[src/lzs_pkg.sv]
package lzs_pkg;

  // Widths of the descriptor fields on the result channel
  localparam int unsigned POS_OUT_W = 32;
  localparam int unsigned UNP_W     = 40;
  localparam int unsigned TOTAL_W   = 13;

  typedef enum logic [1:0] {
    ST_NORMAL    = 2'd0,
    ST_TRUNCATED = 2'd1,
    ST_INVALID   = 2'd2,
    ST_LIMIT     = 2'd3
  } lzs_status_e;

  typedef struct packed {
    logic                 block_valid;
    logic [POS_OUT_W-1:0] pack_offset;
    logic [POS_OUT_W-1:0] pack_length;
    logic [UNP_W-1:0]     unp_offset;
    logic [UNP_W-1:0]     unpack_length;
    logic                 stream_done;
    logic [TOTAL_W-1:0]   block_total;
    logic [UNP_W-1:0]     unpack_total;
    lzs_status_e          parse_status;
  } lzs_result_t;

endpackage

[src/lzs_ifs.sv]
interface lzs_in_if;
  logic       valid;
  logic       ready;
  logic [7:0] data_byte;
  logic       final_byte;

  modport source(output valid, output data_byte, output final_byte, input ready);
  modport sink(input valid, input data_byte, input final_byte, output ready);
endinterface

interface lzs_out_if;
  logic                             valid;
  logic                             ready;
  logic                             block_valid;
  logic [lzs_pkg::POS_OUT_W-1:0]    pack_offset;
  logic [lzs_pkg::POS_OUT_W-1:0]    pack_length;
  logic [lzs_pkg::UNP_W-1:0]        unp_offset;
  logic [lzs_pkg::UNP_W-1:0]        unpack_length;
  logic                             stream_done;
  logic [lzs_pkg::TOTAL_W-1:0]      block_total;
  logic [lzs_pkg::UNP_W-1:0]        unpack_total;
  logic [1:0]                       parse_status;

  modport source(
    output valid, output block_valid, output pack_offset, output pack_length,
    output unp_offset, output unpack_length, output stream_done,
    output block_total, output unpack_total, output parse_status,
    input ready
  );
  modport sink(
    input valid, input block_valid, input pack_offset, input pack_length,
    input unp_offset, input unpack_length, input stream_done,
    input block_total, input unpack_total, input parse_status,
    output ready
  );
endinterface

[src/lzma2_chunk_block_splitter.sv]
// Path: a request is taken into the input register and parsed; its result is loaded
//   into the result register when free (input register, parse logic, result register).
// Throughput: one byte per cycle unless the sink stalls a result; one parse update per byte.
// Reset (rst_ni low, asynchronous): parse state and the valid flags of the input and
//   result registers cleared; the byte after a final byte starts a new payload at offset 0.
module lzma2_chunk_block_splitter #(
  parameter int unsigned MAX_BLOCKS    = 4096,
  parameter int unsigned POSITION_BITS = 32
) (
  input  logic       clk_i,
  input  logic       rst_ni,
  lzs_in_if.sink     in_i,
  lzs_out_if.source  out_o
);

  // Input register: holds one byte request in front of the parser.
  logic                 in_vq;
  logic [7:0]           in_byte_q;
  logic                 in_fin_q;

  // Result register: holds one finished result until the sink takes it.
  logic                 out_vq;
  lzs_pkg::lzs_result_t out_q;

  logic                 has_result;
  lzs_pkg::lzs_result_t result;
  logic                 out_free;
  logic                 advance;

  // Advance the held byte when its result has a free slot, or when it yields none
  // (skipped packed data and header bytes, unless final, never wait on the sink).
  assign out_free = !out_vq || out_o.ready;
  assign advance  = in_vq && (out_free || !has_result);
  assign in_i.ready = !in_vq || advance;

  always_ff @(posedge clk_i or negedge rst_ni) begin
    if (!rst_ni) begin
      in_vq <= 1'b0;
    end else if (in_i.ready) begin
      in_vq <= in_i.valid;
    end
  end

  // Payload needs no reset; it only loads with a new request.
  always_ff @(posedge clk_i) begin
    if (in_i.ready && in_i.valid) begin
      in_byte_q <= in_i.data_byte;
      in_fin_q  <= in_i.final_byte;
    end
  end

  // Chunk walk, block close and totals for the held byte.
  lzs_parser #(
    .MAX_BLOCKS   (MAX_BLOCKS),
    .POSITION_BITS(POSITION_BITS)
  ) u_parser (
    .clk_i       (clk_i),
    .rst_ni      (rst_ni),
    .take_i      (advance),
    .data_byte_i (in_byte_q),
    .final_byte_i(in_fin_q),
    .has_result_o(has_result),
    .result_o    (result)
  );

  // Load a new result when one is produced; drop the valid when the old one leaves.
  always_ff @(posedge clk_i or negedge rst_ni) begin
    if (!rst_ni) begin
      out_vq <= 1'b0;
    end else if (out_free) begin
      out_vq <= advance && has_result;
    end
  end

  always_ff @(posedge clk_i) begin
    if (out_free && advance && has_result) begin
      out_q <= result;
    end
  end

  assign out_o.valid         = out_vq;
  assign out_o.block_valid   = out_q.block_valid;
  assign out_o.pack_offset   = out_q.pack_offset;
  assign out_o.pack_length   = out_q.pack_length;
  assign out_o.unp_offset    = out_q.unp_offset;
  assign out_o.unpack_length = out_q.unpack_length;
  assign out_o.stream_done   = out_q.stream_done;
  assign out_o.block_total   = out_q.block_total;
  assign out_o.unpack_total  = out_q.unpack_total;
  assign out_o.parse_status  = out_q.parse_status;

endmodule

[src/lzs_parser.sv]
module lzs_parser #(
  parameter int unsigned MAX_BLOCKS    = 4096,
  parameter int unsigned POSITION_BITS = 32
) (
  input  logic                 clk_i,
  input  logic                 rst_ni,
  input  logic                 take_i,
  input  logic [7:0]           data_byte_i,
  input  logic                 final_byte_i,
  output logic                 has_result_o,
  output lzs_pkg::lzs_result_t result_o
);

  localparam int unsigned PW   = POSITION_BITS;
  localparam int unsigned CNTW = $clog2(MAX_BLOCKS + 1);
  localparam int unsigned UW   = lzs_pkg::UNP_W;
  localparam int unsigned OW   = lzs_pkg::POS_OUT_W;
  localparam int unsigned TW   = lzs_pkg::TOTAL_W;

  localparam logic [1:0] PH_CTRL = 2'd0;
  localparam logic [1:0] PH_HDR  = 2'd1;
  localparam logic [1:0] PH_STOP = 2'd2;

  localparam logic [7:0] CTRL_PAD       = 8'h00;
  localparam logic [7:0] CTRL_STORED_DR = 8'h01;
  localparam logic [7:0] CTRL_STORED    = 8'h02;
  localparam logic [7:0] CTRL_LZMA_MIN  = 8'h80;
  localparam logic [7:0] CTRL_PROPS_MIN = 8'hC0;
  localparam logic [7:0] CTRL_DR_MIN    = 8'hE0;
  localparam logic [7:0] UNP_HI_MASK    = 8'h1F;

  localparam logic [2:0] HL_STORED = 3'd3;
  localparam logic [2:0] HL_LZMA   = 3'd5;
  localparam logic [2:0] HL_PROPS  = 3'd6;

  localparam logic [CNTW-1:0] BLK_LIMIT = CNTW'(MAX_BLOCKS);
  localparam logic [UW-1:0]   UNP_MAX   = '1;

  function automatic logic [UW-1:0] sat_add(input logic [UW-1:0] a, input logic [UW-1:0] b);
    logic [UW:0] s;
    s = {1'b0, a} + {1'b0, b};
    return s[UW] ? UNP_MAX : s[UW-1:0];
  endfunction

  logic [1:0]              phase_q, phase_d;
  logic [PW-1:0]           pos_q, pos_d;
  logic [PW-1:0]           next_ctrl_q, next_ctrl_d;
  logic [PW-1:0]           blk_start_q, blk_start_d;
  logic [PW-1:0]           ctrl_pos_q, ctrl_pos_d;
  logic [7:0]              ctrl_val_q, ctrl_val_d;
  logic [2:0]              hdr_idx_q, hdr_idx_d;
  logic [20:0]             chunk_unp_q, chunk_unp_d;
  logic [15:0]             chunk_pk_q, chunk_pk_d;
  logic [UW-1:0]           run_unp_q, run_unp_d;
  logic [UW-1:0]           blk_sum_q, blk_sum_d;
  logic [CNTW-1:0]         blocks_q, blocks_d;
  lzs_pkg::lzs_status_e    stop_q, stop_d;

  logic                    at_ctrl, at_limit, dict_reset, chunk_ok, emit1, emit2, emit;
  logic [PW-1:0]           len1, len2, end_pos, len_sel;
  logic [2:0]              idx_inc, hl;
  logic [20:0]             unp_new;
  logic [15:0]             pk_new;
  logic [21:0]             unp_plus, pk_plus;
  logic                    hdr_done;
  logic [1:0]              phase_n;
  logic [PW-1:0]           next_ctrl_n, ctrl_pos_n;
  logic [UW-1:0]           blk_sum_n, run_new;
  lzs_pkg::lzs_status_e    stop_n;
  logic [CNTW-1:0]         blocks_after;
  logic [PW+OW-1:0]        off_ext, len_ext;
  logic [CNTW+TW-1:0]      tot_ext;

  // Control byte and header decode
  assign at_ctrl    = (phase_q == PH_CTRL) && (pos_q == next_ctrl_q);
  assign at_limit   = (blocks_q >= BLK_LIMIT);
  assign dict_reset = (data_byte_i == CTRL_STORED_DR) || (data_byte_i >= CTRL_DR_MIN);
  assign chunk_ok   = (data_byte_i == CTRL_STORED_DR) || (data_byte_i == CTRL_STORED) ||
                      (data_byte_i >= CTRL_LZMA_MIN);

  assign len1  = pos_q - blk_start_q;
  assign emit1 = at_ctrl && !at_limit && (data_byte_i != CTRL_PAD) && dict_reset &&
                 (len1 != '0);

  assign idx_inc = hdr_idx_q + 3'd1;
  assign hl      = (ctrl_val_q < CTRL_LZMA_MIN)  ? HL_STORED :
                   (ctrl_val_q >= CTRL_PROPS_MIN) ? HL_PROPS : HL_LZMA;

  always_comb begin
    unp_new = chunk_unp_q;
    pk_new  = chunk_pk_q;
    case (idx_inc)
      3'd1:    unp_new = chunk_unp_q | {5'b0, data_byte_i, 8'b0};
      3'd2:    unp_new = chunk_unp_q | {13'b0, data_byte_i};
      3'd3:    pk_new  = {data_byte_i, 8'b0};
      3'd4:    pk_new  = chunk_pk_q | {8'b0, data_byte_i};
      default: ;
    endcase
  end

  assign hdr_done = (phase_q == PH_HDR) && (idx_inc >= (hl - 3'd1));
  assign unp_plus = {1'b0, unp_new} + 22'd1;
  assign pk_plus  = (hl == HL_STORED) ? unp_plus : ({6'b0, pk_new} + 22'd1);

  // First part of the step: everything but the final-byte close
  always_comb begin
    phase_n     = phase_q;
    next_ctrl_n = next_ctrl_q;
    ctrl_pos_n  = ctrl_pos_q;
    blk_sum_n   = blk_sum_q;
    stop_n      = stop_q;
    ctrl_val_d  = ctrl_val_q;
    hdr_idx_d   = hdr_idx_q;
    chunk_unp_d = chunk_unp_q;
    chunk_pk_d  = chunk_pk_q;
    unique case (phase_q)
      PH_CTRL: begin
        if (at_ctrl) begin
          ctrl_pos_n = pos_q;
          if (at_limit) begin
            phase_n = PH_STOP;
            stop_n  = lzs_pkg::ST_LIMIT;
          end else if (data_byte_i == CTRL_PAD) begin
            next_ctrl_n = pos_q + PW'(1);
          end else if (chunk_ok) begin
            ctrl_val_d  = data_byte_i;
            hdr_idx_d   = 3'd0;
            chunk_unp_d = (data_byte_i >= CTRL_LZMA_MIN) ?
                          {data_byte_i[4:0] & UNP_HI_MASK[4:0], 16'b0} : 21'b0;
            chunk_pk_d  = 16'b0;
            phase_n     = PH_HDR;
          end else begin
            phase_n = PH_STOP;
            stop_n  = lzs_pkg::ST_INVALID;
          end
        end
      end
      PH_HDR: begin
        chunk_unp_d = unp_new;
        chunk_pk_d  = pk_new;
        if (hdr_done) begin
          next_ctrl_n = ctrl_pos_q + PW'(hl) + PW'(pk_plus);
          blk_sum_n   = sat_add(blk_sum_q, UW'(unp_plus));
          hdr_idx_d   = 3'd0;
          phase_n     = PH_CTRL;
        end else begin
          hdr_idx_d = idx_inc;
        end
      end
      PH_STOP: ;
      default: ;
    endcase
    if (final_byte_i && (phase_n == PH_HDR)) begin
      stop_n = lzs_pkg::ST_TRUNCATED;
    end
  end

  // Final-byte close of the open block
  assign end_pos = (phase_n == PH_CTRL) ? next_ctrl_n : ctrl_pos_n;
  assign len2    = end_pos - blk_start_q;
  assign emit2   = final_byte_i && !emit1 && !at_limit && (len2 != '0);
  assign emit    = emit1 || emit2;
  assign len_sel = emit1 ? len1 : len2;
  assign run_new = sat_add(run_unp_q, blk_sum_n);
  assign blocks_after = blocks_q + CNTW'(emit);

  assign off_ext = {{OW{1'b0}}, blk_start_q};
  assign len_ext = {{OW{1'b0}}, len_sel};
  assign tot_ext = {{TW{1'b0}}, blocks_after};

  assign has_result_o = emit || final_byte_i;

  always_comb begin
    result_o.block_valid   = emit;
    result_o.pack_offset   = emit ? off_ext[OW-1:0] : '0;
    result_o.pack_length   = emit ? len_ext[OW-1:0] : '0;
    result_o.unp_offset    = emit ? run_unp_q : '0;
    result_o.unpack_length = emit ? blk_sum_n : '0;
    result_o.stream_done   = final_byte_i;
    result_o.block_total   = tot_ext[TW-1:0];
    result_o.unpack_total  = emit ? run_new : run_unp_q;
    result_o.parse_status  = stop_n;
  end

  // Register update; the final byte returns everything to reset
  always_comb begin
    pos_d       = pos_q + PW'(1);
    phase_d     = phase_n;
    next_ctrl_d = next_ctrl_n;
    ctrl_pos_d  = ctrl_pos_n;
    blk_start_d = emit1 ? pos_q : blk_start_q;
    run_unp_d   = emit1 ? run_new : run_unp_q;
    blk_sum_d   = emit1 ? '0 : blk_sum_n;
    blocks_d    = blocks_after;
    stop_d      = stop_n;
  end

  always_ff @(posedge clk_i or negedge rst_ni) begin
    if (!rst_ni) begin
      phase_q     <= PH_CTRL;
      pos_q       <= '0;
      next_ctrl_q <= '0;
      blk_start_q <= '0;
      ctrl_pos_q  <= '0;
      ctrl_val_q  <= '0;
      hdr_idx_q   <= '0;
      chunk_unp_q <= '0;
      chunk_pk_q  <= '0;
      run_unp_q   <= '0;
      blk_sum_q   <= '0;
      blocks_q    <= '0;
      stop_q      <= lzs_pkg::ST_NORMAL;
    end else if (take_i) begin
      if (final_byte_i) begin
        phase_q     <= PH_CTRL;
        pos_q       <= '0;
        next_ctrl_q <= '0;
        blk_start_q <= '0;
        ctrl_pos_q  <= '0;
        ctrl_val_q  <= '0;
        hdr_idx_q   <= '0;
        chunk_unp_q <= '0;
        chunk_pk_q  <= '0;
        run_unp_q   <= '0;
        blk_sum_q   <= '0;
        blocks_q    <= '0;
        stop_q      <= lzs_pkg::ST_NORMAL;
      end else begin
        phase_q     <= phase_d;
        pos_q       <= pos_d;
        next_ctrl_q <= next_ctrl_d;
        blk_start_q <= blk_start_d;
        ctrl_pos_q  <= ctrl_pos_d;
        ctrl_val_q  <= ctrl_val_d;
        hdr_idx_q   <= hdr_idx_d;
        chunk_unp_q <= chunk_unp_d;
        chunk_pk_q  <= chunk_pk_d;
        run_unp_q   <= run_unp_d;
        blk_sum_q   <= blk_sum_d;
        blocks_q    <= blocks_d;
        stop_q      <= stop_d;
      end
    end
  end

endmodule
[src/flat_wrapper.sv]
// flat-port wrapper written by rule: the top's interface ports become plain ports
module lzma2_chunk_block_splitter_flat 
#(
  parameter int unsigned MAX_BLOCKS    = 4096,
  parameter int unsigned POSITION_BITS = 32
)
  (clk_i, rst_ni, in_i_valid, in_i_data_byte, in_i_final_byte, in_i_ready, out_o_valid, out_o_block_valid, out_o_pack_offset, out_o_pack_length, out_o_unp_offset, out_o_unpack_length, out_o_stream_done, out_o_block_total, out_o_unpack_total, out_o_parse_status, out_o_ready);
  lzs_in_if in_i_i ();
  lzs_out_if out_o_i ();
  input  logic clk_i;
  input  logic rst_ni;
  input wire logic [$bits(in_i_i.valid)-1:0] in_i_valid;
  input wire logic [$bits(in_i_i.data_byte)-1:0] in_i_data_byte;
  input wire logic [$bits(in_i_i.final_byte)-1:0] in_i_final_byte;
  output wire logic [$bits(in_i_i.ready)-1:0] in_i_ready;
  output wire logic [$bits(out_o_i.valid)-1:0] out_o_valid;
  output wire logic [$bits(out_o_i.block_valid)-1:0] out_o_block_valid;
  output wire logic [$bits(out_o_i.pack_offset)-1:0] out_o_pack_offset;
  output wire logic [$bits(out_o_i.pack_length)-1:0] out_o_pack_length;
  output wire logic [$bits(out_o_i.unp_offset)-1:0] out_o_unp_offset;
  output wire logic [$bits(out_o_i.unpack_length)-1:0] out_o_unpack_length;
  output wire logic [$bits(out_o_i.stream_done)-1:0] out_o_stream_done;
  output wire logic [$bits(out_o_i.block_total)-1:0] out_o_block_total;
  output wire logic [$bits(out_o_i.unpack_total)-1:0] out_o_unpack_total;
  output wire logic [$bits(out_o_i.parse_status)-1:0] out_o_parse_status;
  input wire logic [$bits(out_o_i.ready)-1:0] out_o_ready;
  assign in_i_i.valid = in_i_valid;
  assign in_i_i.data_byte = in_i_data_byte;
  assign in_i_i.final_byte = in_i_final_byte;
  assign in_i_ready = in_i_i.ready;
  assign out_o_valid = out_o_i.valid;
  assign out_o_block_valid = out_o_i.block_valid;
  assign out_o_pack_offset = out_o_i.pack_offset;
  assign out_o_pack_length = out_o_i.pack_length;
  assign out_o_unp_offset = out_o_i.unp_offset;
  assign out_o_unpack_length = out_o_i.unpack_length;
  assign out_o_stream_done = out_o_i.stream_done;
  assign out_o_block_total = out_o_i.block_total;
  assign out_o_unpack_total = out_o_i.unpack_total;
  assign out_o_parse_status = out_o_i.parse_status;
  assign out_o_i.ready = out_o_ready;
  lzma2_chunk_block_splitter #(.MAX_BLOCKS(MAX_BLOCKS), .POSITION_BITS(POSITION_BITS)) u_core (.clk_i(clk_i), .rst_ni(rst_ni), .in_i(in_i_i), .out_o(out_o_i));
endmodule
[config.mk]
export PLATFORM = sky130hd
export DESIGN_NAME = lzma2_chunk_block_splitter_flat
export DESIGN_NICKNAME = d
export VERILOG_FILES = /design/src/lzs_pkg.sv /design/src/lzs_ifs.sv /design/src/lzma2_chunk_block_splitter.sv /design/src/lzs_parser.sv /design/src/flat_wrapper.sv
export SDC_FILE = /design/constraint.sdc
export NUM_CORES = 1
export LEC_CHECK = 0
export BUFFER_PORTS_ARGS = -buffer_cell sky130_fd_sc_hd__buf_2
export CORE_ASPECT_RATIO = 1.2
export CORE_UTILIZATION = 49
export DETAILED_ROUTE_END_ITERATION = 10
export PLACE_DENSITY_LB_ADDON = 0.15
export SYNTH_ARGS = -nofsm -noshare
export SYNTH_HDL_FRONTEND = slang
export SYNTH_SLANG_ARGS = --single-unit
export TNS_END_PERCENT = 1
[constraint.sdc]
create_clock -name clk_i -period 9.8 [get_ports clk_i]
set_input_delay 0.49 -clock clk_i [delete_from_list [all_inputs] [get_ports clk_i]]
set_output_delay 0.49 -clock clk_i [all_outputs]
set_load 0.05 [all_outputs]
# Word level (Yosys, flattened, before mapping)
# Index checks and enable logic that the tools add are counted.
# classes
add_sub_neg	12
muxes	69
n_lt_le_gt_ge	6
n_reduce_logical	42
eq_ne	16
n_bitwise	3
# op_table
op	n
$mux 32	13
$mux 40	9
$mux 21	6
$pmux 21 s2	2
$mux 16	5
$pmux 16 s2	2
$pmux 32 s2	1
$reduce_bool 32->1	2
$sub 32x32->32	2
$mux 8	6
$add 40x22->41	1
$add 40x40->41	1
$add 32x1->32 const B	1
$add 32x22->32	1
$add 32x3->32	1
$eq 32x32->1	1
$mux 2	14
$ge 8x8->1 const B	3
$add 21x1->22 const B	1
$mux 22	1
$mux 3	7
$or 21x16->21	1
$or 21x8->21	1
$add 16x1->17 const B	1
other kinds (28)	65
# totals
regBits	485
input_bits	13
output_inout_bits	203

# Longest topological paths before layout
# depth
depth_word	20
depth_mapped	54

# Hierarchy
# From an unflattened synthesis, not the netlist that was laid out.
# unflattened
cells_unflattened	3326
hier_area_um2	31556.5
# modules_own_cells
module	instances	cells_each	area_each_um2
lzs_parser	1	3106	25144.1
lzma2_chunk_block_splitter	1	220	6412.4

# Worst setup path before layout
# OpenSTA, ideal clock, no wires.
# synth_path
path_kind	register to register
startpoint	register u_core.u_parser.hdr_idx_q[0]
endpoint	register u_core.u_parser.blocks_q[12]
t_arrival_ns	9.666
path_stages_with_launch	52
slack_ns	0.016
synth_period_minus_slack_ns	9.784
setup_time_ns	0.118
path_cell_list	dfrtp_1 > ha_1 > xnor2_1 > clkbuf_1 > a31oi_1 > nor4_1 > nor2b_1 > nor3b_1 > nand2b_1 > nor3_1 > nand2b_1 > or3_1 > nor3b_1 > xor2_1 > and2_1 > ha_1 > ha_1 > o21ai_0 > [... 16 more ...] > a31o_2 > a21oi_1 > xnor3_1 > and4_1 > nand2b_1 > and2_1 > buf_6 > inv_6 > buf_2 > ha_1 > ha_1 > nand2_1 > nor2_1 > and3_1 > nand3_1 > xnor2_1 > a21oi_1 > nor2_1
# synth_rtl
item	line	rtl
start, declared	lzs_parser.sv:51	logic [2:0] hdr_idx_q, hdr_idx_d;
start signal, assigned	lzs_parser.sv:235	hdr_idx_q <= hdr_idx_d;
end signal, assigned	lzs_parser.sv:240	blocks_q <= blocks_d;
end, declared	lzs_parser.sv:56	logic [CNTW-1:0] blocks_q, blocks_d;

==> metrics.md <==
| Metric | Value |
|---|---|
| Syn Std Cell Area | `32000 um2` |
| Area growth from synthesis to layout | `14.4%` |
| WP data arrival | `~9.8 ns` |
| Most frequent cells in the layout | `nor2_1 (367), nand2_1 (361), dfrtp_1 (269), a21oi_1 (227), buf_2 (214)` |
| Cell Int Power | `4.58 mW` |
| Startpoint Class | `register` |
| Number of H-tree levels | `2` |
| Root Buffer | `clkbuf_16` |
| Main flop type after synthesis | `dfrtp_1` |
| Sw Share | `0.387` |
| Fin cells | `4620` |
| Die width | `235 um` |
| Die Ht | `282 um` |
| R2R setup slack | `around 0.48 ns` |
| IO Pins | `roughly 220` |
| Hold path startpoint | `in_i_final_byte` |
| Die area | `66300 um2` |
| Antenna viol nets, final | `0` |
| Crit-path slowest cell | `fa_1` |
| Clock share of power | `0.282` |
| Post-synth EDFFs | `210` |
| Crit path time final | `9.32 ns` |
| Clk_skew | `about 0.031 ns` |
| Gate power share | `0.404` |
| Fill cells | `~5900` |
| Placer congestion estimate | `0.970` |
| Pre-Repair DR Iteration Count | `6` |
| Register area | `13000 um2` |
| Crit-path leading delay family | `simple AND/OR/NAND/NOR gates` |
| R2R Path End | `u_core.u_parser.blocks_q[12]` |
| Asr flop ratio synth | `0.562` |
| Ys Warns | `0` |
| TritonCTS clock tree | `yes` |
| Critical Path End Type | `register` |
| Clk_lat worst skew | `0.63 ns` |
| Seq cells post-synth | `479` |
| Clock tree buffer depth | `3` |
| Peak VDD IR | `0.149 mV` |
| Final WL | `100000 um` |
| First-pass GRT wire length | `approximately 150000 um` |
| Placed cells | `between 4000 and 5000` |
| Multi-input combinational cell area | `17900 um2` |
| Hold Path Sink | `u_core.in_fin_q` |
| Worst-case reg-to-reg path depth | `between 40 and 50` |
| Synth Instances | `3539` |
| Commonest non-fill, non-tap cell in the layout | `nor2_1` |
| CP max stage delay | `0.56 ns` |
| Total net switching power | `2.89 mW` |
| Final Max Slew Viols | `0` |
| # rows | `a little over 100` |
| Hold Path Class | `in2reg` |
| Sequential share of power | `0.313` |
| Detail Placement HPWL | `72400 um` |
| Hold WS | `~0.035 ns` |
| Per-cell routed wire length | `21.7 um` |
| Initial antenna violation count | `0` |
| Worst-path clk slew | `around 0.060 ns` |
| Critical path type | `reg2reg` |
| Vias in the first global route | `26300` |
| Top-area cell type share of the netlist area | `0.210` |
| TritonCTS Sinks | `479` |
| Share of cells above drive strength 1 | `0.158` |
| R2R Path Start | `u_core.u_parser.hdr_idx_q[0]` |
| Setup violations, final | `0` |
| Crit share post-route | `0.951` |
| Initial Utilization | `0.495` |
| Max-Cap Viols | `0` |
| Residual DRC | `0` |
| Core area | `64600 um2` |
| Fmax | `between 100 and 150 MHz` |
| Number of DRC markers in iteration 0 | `2346` |
| Post-synthesis sequential area ratio | `0.408` |
| Leading area contributor after synthesis | `dfrtp_1` |
| GRT Total Usage | `0.297` |
| Nets | `3943` |
| Port Buffers | `around 220` |
| Worst Path Max Fanout | `7` |
| Relative slew slack | `0.240` |
| Syn nets | `~3700` |
| N_diodes | `0` |
| Routed vias/inst | `6.04` |
| Slew @ Worst Pin | `approximately 1.1 ns` |
| Post-synthesis cell type count | `a little under 100` |
| CTS Buf Count | `53` |
| WHS Path Cells | `1` |
| Status | `finished clean` |
| Synth top area cells | `dfrtp_1 (21%), edfxtp_1 (20%), ha_1 (7.0%)` |
| Via count | `about 28000` |
| Final Hold Vio Count | `0` |
| CP required | `10.30 ns` |
| Global route total overflow | `0` |
| PwrDens | `approximately 200 nW/um2` |
| Syn Area/Cell | `~9.0 um2` |
| Buf/Inv on CP | `7` |
| Pin count of the biggest net entering global routing | `approximately 140` |
| Leak | `16.4 nW` |
## worst max path at each step
| stage | from | end | slack (ns) | depth (start not counted) |
|---|---|---|---|---|
| 3_5_place_dp | u_core.u_parser.hdr_idx_q[0] | u_core.u_parser.blocks_q[12] | 0.07 | 49 |
| 3_3_place_gp | u_core.u_parser.hdr_idx_q[0] | u_core.u_parser.blocks_q[12] | 0.19 | 49 |
| 4_1_cts | u_core.u_parser.hdr_idx_q[0] | u_core.u_parser.blocks_q[12] | 0.04 | 49 |
| 6_report | u_core.u_parser.hdr_idx_q[0] | u_core.u_parser.blocks_q[12] | 0.48 | 46 |
| 5_1_grt | u_core.u_parser.hdr_idx_q[0] | u_core.u_parser.blocks_q[11] | -0.01 | 46 |
| 2_1_floorplan | u_core.u_parser.hdr_idx_q[0] | u_core.u_parser.blocks_q[12] | 0.02 | 51 |
## cell usage after synthesis (all sizes together), types with 60 or more instances
cell type  count
mux2i         61
edfxtp       210
inv          146
nand4         71
xnor2        118
o21ai        227
nand3         81
a21oi        237
a21o          60
nand2        364
dfrtp        269
clkbuf       161
xor2         114
ha           179
nor2         375
## layout make-up
| class | count | share of cell area |
|---|---|---|
| timing repair buffer | 359 | 0.0603 |
| tap | 832 | 0.0285 |
| sequential | 479 | 0.356 |
| clock buffer | 70 | 0.0400 |
| clock inverter | 30 | 0.00975 |
| inverter | 148 | 0.0155 |
| multi-input combinational | 2702 | 0.490 |
## repair_timing
action	4_1_cts	5_1_grt
endpoints found under the setup margin	0	247
hold endpoints to repair	97	0
hold buffers	1	0
buffers inserted	0	6
gates resized for setup	0	78
## flip-flops by register name (all words and copies together), names as in the netlist, 13 cells and up
register and cells:
u_core.out_o.block_total 13, u_core.out_o.pack_length 32, u_core.out_o.pack_offset 32, u_core.out_o.unp_offset 40, u_core.out_o.unpack_length 40, u_core.out_o.unpack_total 40
u_core.u_parser.blk_start_q 32, u_core.u_parser.blk_sum_q 40, u_core.u_parser.blocks_q 13, u_core.u_parser.chunk_pk_q 16, u_core.u_parser.chunk_unp_q 21, u_core.u_parser.ctrl_pos_q 32
u_core.u_parser.next_ctrl_q 32, u_core.u_parser.pos_q 32, u_core.u_parser.run_unp_q 40
## cells by family (layout without fill, tap and decap cells)
logic type | after synthesis | count (layout) | share of synthesized area
DFF | 479 | 479 | 0.408
xor gates and xnor gates | 233 | 233 | 0.0642
muxes | 84 | 84 | 0.0285
adders and majority gates | 187 | 187 | 0.0750
buffers and inverters | 358 | 607 | 0.0448
AOI/OAI and AO/OA | 956 | 956 | 0.196
and+or+nand+nor | 1242 | 1242 | 0.184
## per-stage QoR
step	area (um2)	setup TNS, ns	utilization	worst slack [ns]	total power [mW]
3_3_place_gp	34400	0	0.532	0.191	5.26
5_1_grt	36600	-0.0215	0.566	-0.0127	7.84
3_5_place_dp	34400	0	0.532	0.0729	5.26
2_1_floorplan	32000	0	-	0.0164	4.38
4_1_cts	36200	0	0.561	0.0396	7.38
6_report	36600	0	0.566	0.477	7.47
## routing by layer
layer / up-vias / GRT usage / part of all wire
li1: 13300 / - / -
met1: 13400 / 0.402 / 0.43
met2: 970 / 0.488 / 0.47
met3: 217 / 0.0328 / 0.058
met4: 0 / 0.117 / 0.039
met5: - / 0 / 0
## power groups by stage
| stage | registers [mW] | clock network, mW | logic (mW) |
|---|---|---|---|
| after global routing | 2.35 | 2.21 | 3.28 |
| final | 2.34 | 2.11 | 3.02 |
| after floorplan | 2.61 | 0 | 1.77 |
| after global placement | 2.38 | 0 | 2.88 |
| after detailed placement | 2.38 | 0 | 2.88 |
| after CTS | 2.34 | 2.14 | 2.89 |
(Power assumes the default switching activity.)
